**config.mk**
```make
export PLATFORM = sky130hd
export DESIGN_NAME = ball_goal_intercept_tracker
export DESIGN_NICKNAME = d
export VERILOG_FILES = /design/src/rtl/bgit_pkg.sv /design/src/rtl/bgit_mac.sv /design/src/rtl/bgit_div.sv /design/src/rtl/ball_goal_intercept_tracker.sv
export SDC_FILE = /design/constraint.sdc
export NUM_CORES = 2
export LEC_CHECK = 0
export BUFFER_PORTS_ARGS = -buffer_cell sky130_fd_sc_hd__buf_2
export CAP_MARGIN = 20
export CORE_AREA = 2 2 288 404
export CTS_CLUSTER_SIZE = 8
export DETAILED_ROUTE_END_ITERATION = 7
export DIE_AREA = 0 0 290 406
export PLACE_DENSITY = 0.68
export SYNTH_ARGS = -nofsm -noshare
export SYNTH_HDL_FRONTEND = slang
export SYNTH_SLANG_ARGS = --single-unit
```
**constraint.sdc**
```tcl
create_clock -name clk -period 11.7 [get_ports clk]
set_clock_uncertainty 0.05 [all_clocks]
set_input_delay 3.51 -clock clk [delete_from_list [all_inputs] [get_ports clk]]
set_output_delay 3.51 -clock clk [all_outputs]
set_load 0.01 [all_outputs]
```
**src/rtl/bgit_pkg.sv**
```systemverilog
`timescale 1ns / 1ps
// ============================================================================
// bgit_pkg
// Shared widths, reset values, codes and types of the ball goal intercept
// tracker.
// ============================================================================
package bgit_pkg;

    // Field and register widths
    localparam int COORD_W = 12;
    localparam int REG_W   = 12;
    localparam int IDX_W   = 3;
    localparam int DIFF_W  = COORD_W + 1;

    // Datapath widths, sized for the largest lookahead gain (15)
    localparam int PX_W   = 18;   // predicted point and old-minus-predicted
    localparam int CAB_W  = 25;   // cross product of the goal line points
    localparam int COP_W  = 31;   // cross product of old and predicted point
    localparam int DET_W  = 32;   // determinant
    localparam int ACC_W  = 44;   // numerator, accumulator, quotient
    localparam int MA_W   = 32;   // multiplier operand a
    localparam int MB_W   = 18;   // multiplier operand b

    // Parameter defaults
    localparam int DEF_LOOKAHEAD_GAIN = 5;
    localparam int DEF_COORD_BITS     = 12;

    // Register reset values
    localparam logic [REG_W-1:0] RST_LINE_A_X      = 12'd85;
    localparam logic [REG_W-1:0] RST_LINE_A_Y      = 12'd760;
    localparam logic [REG_W-1:0] RST_LINE_B_X      = 12'd1167;
    localparam logic [REG_W-1:0] RST_LINE_B_Y      = 12'd709;
    localparam logic [REG_W-1:0] RST_WINDOW_LOW    = 12'd455;
    localparam logic [REG_W-1:0] RST_WINDOW_HIGH   = 12'd830;
    localparam logic [REG_W-1:0] RST_STILL_LIMIT   = 12'd3;
    localparam logic [REG_W-1:0] RST_MOVE_LIMIT    = 12'd20;

    // Crossing reported for a ball moving away from the goal
    localparam logic [ACC_W-1:0] AWAY_X = 44'd643;

    typedef enum logic [IDX_W-1:0] {
        REG_LINE_A_X    = 3'd0,
        REG_LINE_A_Y    = 3'd1,
        REG_LINE_B_X    = 3'd2,
        REG_LINE_B_Y    = 3'd3,
        REG_WINDOW_LOW  = 3'd4,
        REG_WINDOW_HIGH = 3'd5,
        REG_STILL_LIMIT = 3'd6,
        REG_MOVE_LIMIT  = 3'd7
    } cfg_reg_t;

    typedef enum logic [2:0] {
        ST_IDLE,
        ST_DELTA,
        ST_CHECK,
        ST_CALC,
        ST_SOLVE,
        ST_DIV,
        ST_WINDOW,
        ST_EMIT
    } bgit_state_t;

    // Micro-operations of the shared multiply-add unit, in issue order
    typedef enum logic [3:0] {
        OP_DX,
        OP_DY,
        OP_PX,
        OP_PY,
        OP_ABX,
        OP_ABY,
        OP_OXPX,
        OP_OYPY,
        OP_DET_A,
        OP_DET,
        OP_CAB_A,
        OP_CAB,
        OP_COP_A,
        OP_COP,
        OP_NUM_A,
        OP_NUM
    } uop_t;

    // One multiply-add request: res = c + a*b, or c - a*b when neg is set
    typedef struct packed {
        logic signed [MA_W-1:0]  a;
        logic signed [MB_W-1:0]  b;
        logic signed [ACC_W-1:0] c;
        logic                    neg;
    } mac_op_t;

    typedef struct packed {
        logic busy;
        logic done;
    } div_stat_t;

endpackage

```
**src/rtl/bgit_mac.sv**
```systemverilog
`timescale 1ns / 1ps
// ============================================================================
// bgit_mac
// Shared signed multiply-add unit; the caller registers the result.
// ============================================================================
module bgit_mac
    import bgit_pkg::*;
(
    input  mac_op_t                 op,
    output logic signed [ACC_W-1:0] res
);

    logic signed [MA_W+MB_W-1:0] prod;
    logic signed [ACC_W-1:0]     prod_lo;

    always_comb
    begin
        prod    = $signed(op.a) * $signed(op.b);
        prod_lo = prod[ACC_W-1:0];
        if (op.neg)
        begin
            res = op.c - prod_lo;
        end
        else
        begin
            res = op.c + prod_lo;
        end
    end

endmodule

```
**src/rtl/bgit_div.sv**
```systemverilog
`timescale 1ns / 1ps
// ============================================================================
// bgit_div
// Serial signed divider, one quotient bit per cycle, truncates toward zero.
// ============================================================================
module bgit_div
    import bgit_pkg::*;
(
    input  logic                    clk,
    input  logic                    rst_n,
    input  logic                    start,
    input  logic signed [ACC_W-1:0] dividend,
    input  logic signed [DET_W-1:0] divisor,
    output div_stat_t               stat,
    output logic signed [ACC_W-1:0] quotient
);

    localparam int CNT_W = $clog2(ACC_W);

    logic             busy_reg;
    logic             done_reg;
    logic [CNT_W-1:0] cnt_reg;
    logic [DET_W-1:0] rem_reg;
    logic [ACC_W-1:0] dvd_reg;
    logic [DET_W-1:0] dmag_reg;
    logic             neg_reg;

    logic [DET_W:0]   shifted;
    logic [DET_W:0]   trial;
    logic             fits;
    logic [DET_W-1:0] rem_next;
    logic [ACC_W-1:0] dvd_next;

    always_comb
    begin
        shifted  = {rem_reg, dvd_reg[ACC_W-1]};
        trial    = shifted - {1'b0, dmag_reg};
        fits     = !trial[DET_W];
        rem_next = fits ? trial[DET_W-1:0] : shifted[DET_W-1:0];
        dvd_next = {dvd_reg[ACC_W-2:0], fits};
    end

    always_ff @(posedge clk or negedge rst_n)
    begin
        if (!rst_n)
        begin
            busy_reg <= 1'b0;
            done_reg <= 1'b0;
            cnt_reg  <= '0;
        end
        else
        begin
            done_reg <= 1'b0;
            if (start)
            begin
                busy_reg <= 1'b1;
                cnt_reg  <= CNT_W'(ACC_W - 1);
            end
            else if (busy_reg)
            begin
                cnt_reg <= cnt_reg - CNT_W'(1);
                if (cnt_reg == '0)
                begin
                    busy_reg <= 1'b0;
                    done_reg <= 1'b1;
                end
            end
        end
    end

    // Operands go in as magnitudes; the sign is put back at the end
    always_ff @(posedge clk)
    begin
        if (start)
        begin
            rem_reg  <= '0;
            dvd_reg  <= dividend[ACC_W-1] ? ACC_W'(-dividend) : ACC_W'(dividend);
            dmag_reg <= divisor[DET_W-1] ? DET_W'(-divisor) : DET_W'(divisor);
            neg_reg  <= dividend[ACC_W-1] ^ divisor[DET_W-1];
        end
        else if (busy_reg)
        begin
            rem_reg <= rem_next;
            dvd_reg <= dvd_next;
        end
    end

    assign stat.busy = busy_reg;
    assign stat.done = done_reg;
    assign quotient  = neg_reg ? -$signed(dvd_reg) : $signed(dvd_reg);

endmodule

```
**src/rtl/ball_goal_intercept_tracker.sv**
```systemverilog
`timescale 1ns / 1ps
// ============================================================================
// ball_goal_intercept_tracker
// Predicts where a moving ball crosses the goal line and drives the keeper.
// ============================================================================
// Usage:
//   Ball centers come in on the center channel (center_valid / center_stall,
//   center_x, center_y). One center is taken at a time; center_stall stays
//   high while a center is being worked on.
//   Results leave on the crossing channel (crossing_valid / crossing_stall,
//   crossing_x, move_keeper) from an output register, so a new center is
//   taken while a result still waits for the receiver. A stalled result
//   holds; the block waits in its last step only if a second result is
//   ready before the first was taken. Registers are written over
//   cfg_valid / cfg_ready (always ready) with cfg_index and cfg_data. The
//   user must write them only while no center is in flight (not enforced).
// Paths:
//   A center of (0,0) is taken but not worked on. A ball standing still
//   ends at the check step, a ball moving away after the window check,
//   plus the emit step when a word is sent. A ball moving toward the goal
//   takes 16 multiply-add steps on one shared multiplier, then the
//   one-bit-per-cycle divider (44 quotient bits) that forms the crossing x.
//   A path parallel to the goal line skips the divider.
// Reset:
//   rst_n clears the last center and last crossing to zero, loads the
//   default goal line, window and limits, and empties the output register.
// ============================================================================
module ball_goal_intercept_tracker
    import bgit_pkg::*;
#(
    parameter int LOOKAHEAD_GAIN = DEF_LOOKAHEAD_GAIN,
    parameter int COORD_BITS     = DEF_COORD_BITS
)(
    input  logic               clk,
    input  logic               rst_n,
    input  logic               center_valid,
    output logic               center_stall,
    input  logic [COORD_W-1:0] center_x,
    input  logic [COORD_W-1:0] center_y,
    output logic               crossing_valid,
    input  logic               crossing_stall,
    output logic [COORD_W-1:0] crossing_x,
    output logic               move_keeper,
    input  logic               cfg_valid,
    output logic               cfg_ready,
    input  logic [IDX_W-1:0]   cfg_index,
    input  logic [REG_W-1:0]   cfg_data
);

    localparam logic [COORD_W-1:0] CoordMask = COORD_W'((64'd1 << COORD_BITS) - 64'd1);
    localparam logic [MB_W-1:0]    GainOp    = MB_W'(LOOKAHEAD_GAIN);
    localparam logic [MB_W-1:0]    OneOp     = MB_W'(1);

    bgit_state_t state_reg, state_next;
    uop_t        step_reg, step_next;

    // Configuration
    logic [REG_W-1:0] line_a_x_reg, line_a_y_reg, line_b_x_reg, line_b_y_reg;
    logic [REG_W-1:0] window_low_reg, window_high_reg, still_limit_reg, move_limit_reg;

    // Tracking state
    logic [COORD_W-1:0] ox_reg, oy_reg;
    logic [COORD_W-1:0] last_crossing_reg;

    // Working values
    logic [COORD_W-1:0]       nx_reg, ny_reg;
    logic signed [DIFF_W-1:0] dx_reg, dy_reg, abx_reg, aby_reg;
    logic signed [PX_W-1:0]   px_reg, py_reg, oxpx_reg, oypy_reg;
    logic signed [DET_W-1:0]  det_reg;
    logic signed [CAB_W-1:0]  cab_reg;
    logic signed [COP_W-1:0]  cop_reg;
    logic signed [ACC_W-1:0]  tmp_reg, num_reg, cx_reg;
    logic                     move_reg;

    // Output register
    logic               crossing_valid_reg;
    logic [COORD_W-1:0] crossing_x_reg;
    logic               move_keeper_reg;

    logic [COORD_W-1:0] ax, ay, bx, by;
    logic               accept;
    logic               center_zero;
    logic [DIFF_W-1:0]  adx, ady;
    logic               is_still;
    logic               toward;
    logic [ACC_W-1:0]   cx_u;
    logic               in_window;
    logic signed [DIFF_W-1:0] cross_diff;
    logic [DIFF_W-1:0]  cross_mag;
    logic               move_flag;
    logic               out_free;
    logic               det_zero;

    mac_op_t                 mac_op;
    logic signed [ACC_W-1:0] mac_res;
    logic                    div_start;
    div_stat_t               div_stat;
    logic signed [ACC_W-1:0] div_quo;

    bgit_mac u_mac (
        .op  (mac_op),
        .res (mac_res)
    );

    bgit_div u_div (
        .clk      (clk),
        .rst_n    (rst_n),
        .start    (div_start),
        .dividend (num_reg),
        .divisor  (det_reg),
        .stat     (div_stat),
        .quotient (div_quo)
    );

    always_comb
    begin
        ax = line_a_x_reg & CoordMask;
        ay = line_a_y_reg & CoordMask;
        bx = line_b_x_reg & CoordMask;
        by = line_b_y_reg & CoordMask;

        accept      = center_valid && !center_stall;
        center_zero = ((center_x & CoordMask) == '0) && ((center_y & CoordMask) == '0);

        adx      = dx_reg[DIFF_W-1] ? DIFF_W'(-dx_reg) : DIFF_W'(dx_reg);
        ady      = dy_reg[DIFF_W-1] ? DIFF_W'(-dy_reg) : DIFF_W'(dy_reg);
        is_still = (adx < DIFF_W'(still_limit_reg)) || (ady < DIFF_W'(still_limit_reg));
        toward   = !dy_reg[DIFF_W-1];

        cx_u      = cx_reg;
        in_window = !cx_u[ACC_W-1] && (cx_u > ACC_W'(window_low_reg))
                    && (cx_u < ACC_W'(window_high_reg));

        cross_diff = $signed({1'b0, last_crossing_reg})
                     - $signed({1'b0, cx_u[COORD_W-1:0]});
        cross_mag  = cross_diff[DIFF_W-1] ? DIFF_W'(-cross_diff) : DIFF_W'(cross_diff);
        move_flag  = cross_mag > DIFF_W'(move_limit_reg);

        out_free = !crossing_valid_reg || !crossing_stall;
        det_zero = (det_reg == '0);
    end

    // Next state
    always_comb
    begin
        state_next = state_reg;
        step_next  = step_reg;
        case (state_reg)
            ST_IDLE:
            begin
                if (accept && !center_zero)
                begin
                    state_next = ST_DELTA;
                end
            end
            ST_DELTA:
            begin
                step_next = uop_t'(4'(step_reg) + 4'd1);
                if (step_reg == OP_DY)
                begin
                    state_next = ST_CHECK;
                end
            end
            ST_CHECK:
            begin
                if (is_still)
                begin
                    state_next = ST_IDLE;
                    step_next  = OP_DX;
                end
                else if (toward)
                begin
                    state_next = ST_CALC;
                end
                else
                begin
                    state_next = ST_WINDOW;
                    step_next  = OP_DX;
                end
            end
            ST_CALC:
            begin
                if (step_reg == OP_NUM)
                begin
                    state_next = ST_SOLVE;
                    step_next  = OP_DX;
                end
                else
                begin
                    step_next = uop_t'(4'(step_reg) + 4'd1);
                end
            end
            ST_SOLVE:
            begin
                state_next = det_zero ? ST_WINDOW : ST_DIV;
            end
            ST_DIV:
            begin
                if (div_stat.done)
                begin
                    state_next = ST_WINDOW;
                end
            end
            ST_WINDOW:
            begin
                state_next = in_window ? ST_EMIT : ST_IDLE;
            end
            ST_EMIT:
            begin
                if (out_free)
                begin
                    state_next = ST_IDLE;
                end
            end
            default:
            begin
                state_next = ST_IDLE;
                step_next  = OP_DX;
            end
        endcase
    end

    // Outputs of the sequencer: handshake, divider start, multiply-add request
    always_comb
    begin
        center_stall = (state_reg != ST_IDLE);
        div_start    = (state_reg == ST_SOLVE) && !det_zero;

        mac_op.a   = '0;
        mac_op.b   = '0;
        mac_op.c   = '0;
        mac_op.neg = 1'b0;
        case (step_reg)
            OP_DX:
            begin
                mac_op.c   = ACC_W'(nx_reg);
                mac_op.a   = MA_W'(ox_reg);
                mac_op.b   = OneOp;
                mac_op.neg = 1'b1;
            end
            OP_DY:
            begin
                mac_op.c   = ACC_W'(ny_reg);
                mac_op.a   = MA_W'(oy_reg);
                mac_op.b   = OneOp;
                mac_op.neg = 1'b1;
            end
            OP_PX:
            begin
                mac_op.c = ACC_W'(nx_reg);
                mac_op.a = MA_W'(dx_reg);
                mac_op.b = GainOp;
            end
            OP_PY:
            begin
                mac_op.c = ACC_W'(ny_reg);
                mac_op.a = MA_W'(dy_reg);
                mac_op.b = GainOp;
            end
            OP_ABX:
            begin
                mac_op.c   = ACC_W'(ax);
                mac_op.a   = MA_W'(bx);
                mac_op.b   = OneOp;
                mac_op.neg = 1'b1;
            end
            OP_ABY:
            begin
                mac_op.c   = ACC_W'(ay);
                mac_op.a   = MA_W'(by);
                mac_op.b   = OneOp;
                mac_op.neg = 1'b1;
            end
            OP_OXPX:
            begin
                mac_op.c   = ACC_W'(ox_reg);
                mac_op.a   = MA_W'(px_reg);
                mac_op.b   = OneOp;
                mac_op.neg = 1'b1;
            end
            OP_OYPY:
            begin
                mac_op.c   = ACC_W'(oy_reg);
                mac_op.a   = MA_W'(py_reg);
                mac_op.b   = OneOp;
                mac_op.neg = 1'b1;
            end
            OP_DET_A:
            begin
                mac_op.a = MA_W'(abx_reg);
                mac_op.b = MB_W'(oypy_reg);
            end
            OP_DET:
            begin
                mac_op.c   = tmp_reg;
                mac_op.a   = MA_W'(aby_reg);
                mac_op.b   = MB_W'(oxpx_reg);
                mac_op.neg = 1'b1;
            end
            OP_CAB_A:
            begin
                mac_op.a = MA_W'(ax);
                mac_op.b = MB_W'(by);
            end
            OP_CAB:
            begin
                mac_op.c   = tmp_reg;
                mac_op.a   = MA_W'(ay);
                mac_op.b   = MB_W'(bx);
                mac_op.neg = 1'b1;
            end
            OP_COP_A:
            begin
                mac_op.a = MA_W'(ox_reg);
                mac_op.b = MB_W'(py_reg);
            end
            OP_COP:
            begin
                mac_op.c   = tmp_reg;
                mac_op.a   = MA_W'(oy_reg);
                mac_op.b   = MB_W'(px_reg);
                mac_op.neg = 1'b1;
            end
            OP_NUM_A:
            begin
                mac_op.a = MA_W'(cab_reg);
                mac_op.b = MB_W'(oxpx_reg);
            end
            OP_NUM:
            begin
                mac_op.c   = tmp_reg;
                mac_op.a   = MA_W'(cop_reg);
                mac_op.b   = MB_W'(abx_reg);
                mac_op.neg = 1'b1;
            end
            default:
            begin
                mac_op.neg = 1'b0;
            end
        endcase
    end

    // Control state and configuration
    always_ff @(posedge clk or negedge rst_n)
    begin
        if (!rst_n)
        begin
            state_reg          <= ST_IDLE;
            step_reg           <= OP_DX;
            ox_reg             <= '0;
            oy_reg             <= '0;
            last_crossing_reg  <= '0;
            crossing_valid_reg <= 1'b0;
            line_a_x_reg       <= RST_LINE_A_X;
            line_a_y_reg       <= RST_LINE_A_Y;
            line_b_x_reg       <= RST_LINE_B_X;
            line_b_y_reg       <= RST_LINE_B_Y;
            window_low_reg     <= RST_WINDOW_LOW;
            window_high_reg    <= RST_WINDOW_HIGH;
            still_limit_reg    <= RST_STILL_LIMIT;
            move_limit_reg     <= RST_MOVE_LIMIT;
        end
        else
        begin
            state_reg <= state_next;
            step_reg  <= step_next;

            // Store the new center when still, or once the crossing is known
            if ((state_reg == ST_CHECK && is_still) || state_reg == ST_WINDOW)
            begin
                ox_reg <= nx_reg;
                oy_reg <= ny_reg;
            end

            if (state_reg == ST_WINDOW && in_window)
            begin
                last_crossing_reg <= cx_u[COORD_W-1:0];
            end

            if (state_reg == ST_EMIT && out_free)
            begin
                crossing_valid_reg <= 1'b1;
            end
            else if (crossing_valid_reg && !crossing_stall)
            begin
                crossing_valid_reg <= 1'b0;
            end

            if (cfg_valid && cfg_ready)
            begin
                case (cfg_reg_t'(cfg_index))
                    REG_LINE_A_X:    line_a_x_reg    <= cfg_data;
                    REG_LINE_A_Y:    line_a_y_reg    <= cfg_data;
                    REG_LINE_B_X:    line_b_x_reg    <= cfg_data;
                    REG_LINE_B_Y:    line_b_y_reg    <= cfg_data;
                    REG_WINDOW_LOW:  window_low_reg  <= cfg_data;
                    REG_WINDOW_HIGH: window_high_reg <= cfg_data;
                    REG_STILL_LIMIT: still_limit_reg <= cfg_data;
                    REG_MOVE_LIMIT:  move_limit_reg  <= cfg_data;
                    default:         move_limit_reg  <= move_limit_reg;
                endcase
            end
        end
    end

    // Datapath
    always_ff @(posedge clk)
    begin
        if (state_reg == ST_IDLE && accept)
        begin
            nx_reg <= center_x & CoordMask;
            ny_reg <= center_y & CoordMask;
        end

        if (state_reg == ST_DELTA || state_reg == ST_CALC)
        begin
            case (step_reg)
                OP_DX:    dx_reg   <= mac_res[DIFF_W-1:0];
                OP_DY:    dy_reg   <= mac_res[DIFF_W-1:0];
                OP_PX:    px_reg   <= mac_res[PX_W-1:0];
                OP_PY:    py_reg   <= mac_res[PX_W-1:0];
                OP_ABX:   abx_reg  <= mac_res[DIFF_W-1:0];
                OP_ABY:   aby_reg  <= mac_res[DIFF_W-1:0];
                OP_OXPX:  oxpx_reg <= mac_res[PX_W-1:0];
                OP_OYPY:  oypy_reg <= mac_res[PX_W-1:0];
                OP_DET:   det_reg  <= mac_res[DET_W-1:0];
                OP_CAB:   cab_reg  <= mac_res[CAB_W-1:0];
                OP_COP:   cop_reg  <= mac_res[COP_W-1:0];
                OP_NUM:   num_reg  <= mac_res;
                default:  tmp_reg  <= mac_res;
            endcase
        end

        if (state_reg == ST_CHECK && !is_still && !toward)
        begin
            cx_reg <= AWAY_X;
        end
        else if (state_reg == ST_SOLVE && det_zero)
        begin
            cx_reg <= '0;
        end
        else if (state_reg == ST_DIV && div_stat.done)
        begin
            cx_reg <= div_quo;
        end

        if (state_reg == ST_WINDOW)
        begin
            move_reg <= move_flag;
        end

        if (state_reg == ST_EMIT && out_free)
        begin
            crossing_x_reg  <= last_crossing_reg;
            move_keeper_reg <= move_reg;
        end
    end

    assign crossing_valid = crossing_valid_reg;
    assign crossing_x     = crossing_x_reg;
    assign move_keeper    = move_keeper_reg;
    assign cfg_ready      = 1'b1;

    a_div_done_in_div: assert property (@(posedge clk) disable iff (!rst_n)
        div_stat.done |-> state_reg == ST_DIV)
        else $error("divider finished outside the divide step");

    a_div_busy_in_div: assert property (@(posedge clk) disable iff (!rst_n)
        div_stat.busy |-> state_reg == ST_DIV)
        else $error("divider running outside the divide step");

    a_div_start_idle: assert property (@(posedge clk) disable iff (!rst_n)
        div_start |-> !div_stat.busy && !div_stat.done)
        else $error("divider restarted while in use");

    a_load_from_emit: assert property (@(posedge clk) disable iff (!rst_n)
        $rose(crossing_valid_reg) |-> $past(state_reg) == ST_EMIT)
        else $error("output word loaded outside the emit step");

    a_step_home: assert property (@(posedge clk) disable iff (!rst_n)
        state_reg == ST_IDLE |-> step_reg == OP_DX)
        else $error("sequencer step not rewound when idle");

endmodule
```
==> results.ini <==
[hold_path]
hold_class=reg -> reg
min_from=move_reg

[floorplanning]
start_util_pct=45.7
die_y_um=406
rows=147
coreArea_um2=114000
boundaryPins=60
die_area_um2=118000
die_x_um=290

[sta]
final.hold.worst_slack_ps=368
timing.fmax_ghz=0.0890
relSlewSlack_pct=22.4
fin_crit_sh_pct=96.1
drv_slew=0
setup_slack_ps=461
period_minus_slack_ps=11240
rsz0062_at_grt=true
hold_violations=0
worst_pin_slew_ps=1160
setup_viol=0

[synthesis]
synth_area_um2=52200
syn-instance-count=5239
synthTopCellsByArea=edfxtp_1, fa_1, ha_1
ys_seq_area_share_pct=33.9
synth_seq_cells=639
ys.flop_type=edfxtp_1
ys_types=82
synth.top_cell.area_share_pct=23.9
syn_avg_cell_area_um2=9.97
ys_warn_count=0
syn_nets=6050
async_flop_share_pct=23.2
yosysTopAreaCell=edfxtp_1
synth-edff-count=415

[grt]
grt_pass1_vias=41456
grt-ovfl-total=0
use_met1_pct=31.0
grt_start_max_net_pins=83
grtUsageTotal_pct=27.6
busiest_layer=met2
grt_use_met2_pct=49.1
grt_pass1_wl_um=246000
antenna_found_initial=4
gr-usage-met3_pct=3.79

[placement]
dp_hpwl_um=126000
placedCellCount=6749
pre_cts_ws_ps=231
portBuffers=58
gp_congestion=0.987

[clock_network]
cts_num_sinks=639
htree_levels=3
worst_skew_pair.late_latency_ps=690
numCtsBuffers=90
cts-root-buf=clkbuf_16
cts_tree=done
clock_path_buffers=3
clk_pin_slew_ps=50

[worst_setup_path]
start_kind=flip-flop
startpoint=step_reg[0]
r2r-start=step_reg[0]
crit_top_cell=fa_1
end_kind=flip-flop
cp_max_fo=29
arrival_ps=11620
slowest_stage=or4_1
slowest_delay_ps=590
criticalPathCategory=reg -> reg
worst-endpoint-required_ps=12080

[flow_run]
cap_viol_max_count=0

[route]
dr_total_vias=40098
drc=0
drtIter0Drc=3608
viasPerCell=5.79
first_pass_iters=8
ant_nets=0
postRouteWirelength_um=162000
post_drt_wl_per_cell_um=23.3

[layout]
stdcell_count=6928
final_net_count=6176
drive_gt1_share_pct=11.0
area_delta_synth_final_pct=11.2

[status]
status=completed

routing by layer:
metal	vias up	share of wire (%)	wire length, um
met3	531	5.7	9260
met1	20001	37	59300
met5	-	0.0080	13
li1	18058	-	-
met2	1506	50	80700
met4	2	7.7	12500
critical path, delay by kind of cell, from the launching register on:
| kind | cells | cell delay, ps |
|---|---|---|
| DFF | 1 | 410 |
| xor gates and xnor gates | 2 | 230 |
| buffers and inverters | 6 | 850 |
| AOI/OAI and AO/OA | 10 | 3060 |
| adders and majority gates | 9 | 3890 |
| and+or+nand+nor | 8 | 2460 |
placed cells by master (no fill, tap or decap), types with 91 or more instances in the layout:
| master | Yosys | final |
|---|---|---|
| buf_4 | 1 | 187 |
| fa_1 | 497 | 497 |
| nand2_1 | 643 | 640 |
| dfrtp_1 | 110 | 108 |
| o21ai_0 | 239 | 238 |
| inv_1 | 734 | 734 |
| nor2_1 | 318 | 312 |
| clkbuf_16 | 0 | 91 |
| ha_1 | 270 | 268 |
| xnor2_1 | 163 | 159 |
| xor2_1 | 141 | 141 |
| a21oi_1 | 151 | 147 |
| mux2_2 | 115 | 115 |
| edfxtp_1 | 415 | 415 |
cells by family after synthesis:
family	after synthesis	share of synthesized area [%]
AND/OR/NAND/NOR	1473	13.1
flip-flops	639	33.9
adder cells (fa/ha/maj)	767	25.5
multiplexers	156	3.26
buffers and inverters	962	6.92
AO/OA/AOI/OAI	937	12.2
XOR/XNOR	304	5.10
other	1	0.00718
area by class of cell:
cell class,instances,area [um2]
flip-flops and latches,639,17700
fillers,10314,56100
clock inverters,9,135
repair buffers,261,2000
diodes,2,5.00
inverters,735,2760
clock buffers,154,2490
multi-input cells,3638,31100
well taps,1490,1860
cells in the mapped netlist (23+ instances only):
library cell and instances:
a211oi_1 51, a21o_1 71, nand2_1 643, or3_1 28, nor2b_1 33, nor3_1 50
nor4_1 29, ha_1 270, nand2b_1 30, and2_1 57, o31ai_1 47, a21oi_1 151
dfxtp_1 76, dfstp_2 38, dfrtp_1 110, and3_1 67, fa_1 497, a31oi_1 24
nand4_1 48, xnor2_1 163, a22oi_1 71, xor2_1 141, mux2i_1 41, nand3_1 67
nor2_1 318, o21a_1 33, a221oi_1 39, clkbuf_1 210, inv_1 734, mux2_2 115
o21ai_0 239, a22o_1 34, edfxtp_1 415, a222oi_1 23, or4_1 30, o41ai_1 27
path summary, 6_finish.rpt:
check,slack (ps),cells after the start,end
max,460,35,tmp_reg[42]
min,370,0,move_keeper
max reg2reg,460,35,tmp_reg[42]
min reg2reg,370,0,move_keeper
max in group asynchronous,7290,2,by[11]
min in group asynchronous,2800,1,move_limit_reg[6]
repair_timing:
item | 4_1_cts | 5_1_grt
gates resized for setup | 0 | 35
endpoints found under the setup margin | 0 | 55
buffers inserted | 0 | 7
hold buffers | 0 | 0
endpoints found under the hold margin | 0 | 0
metrics by stage:
step	util, %	TNS, ps	area (um2)
after global placement	48.2	0	55100
after CTS	50.6	0	57800
after floorplan	-	0	52200
after global routing	50.9	-103	58100
final	50.9	0	58100
after detailed placement	48.3	0	55200
Power is not shown: default switching activity piles up to over one toggle a cycle in this logic, so the estimate is an artifact.
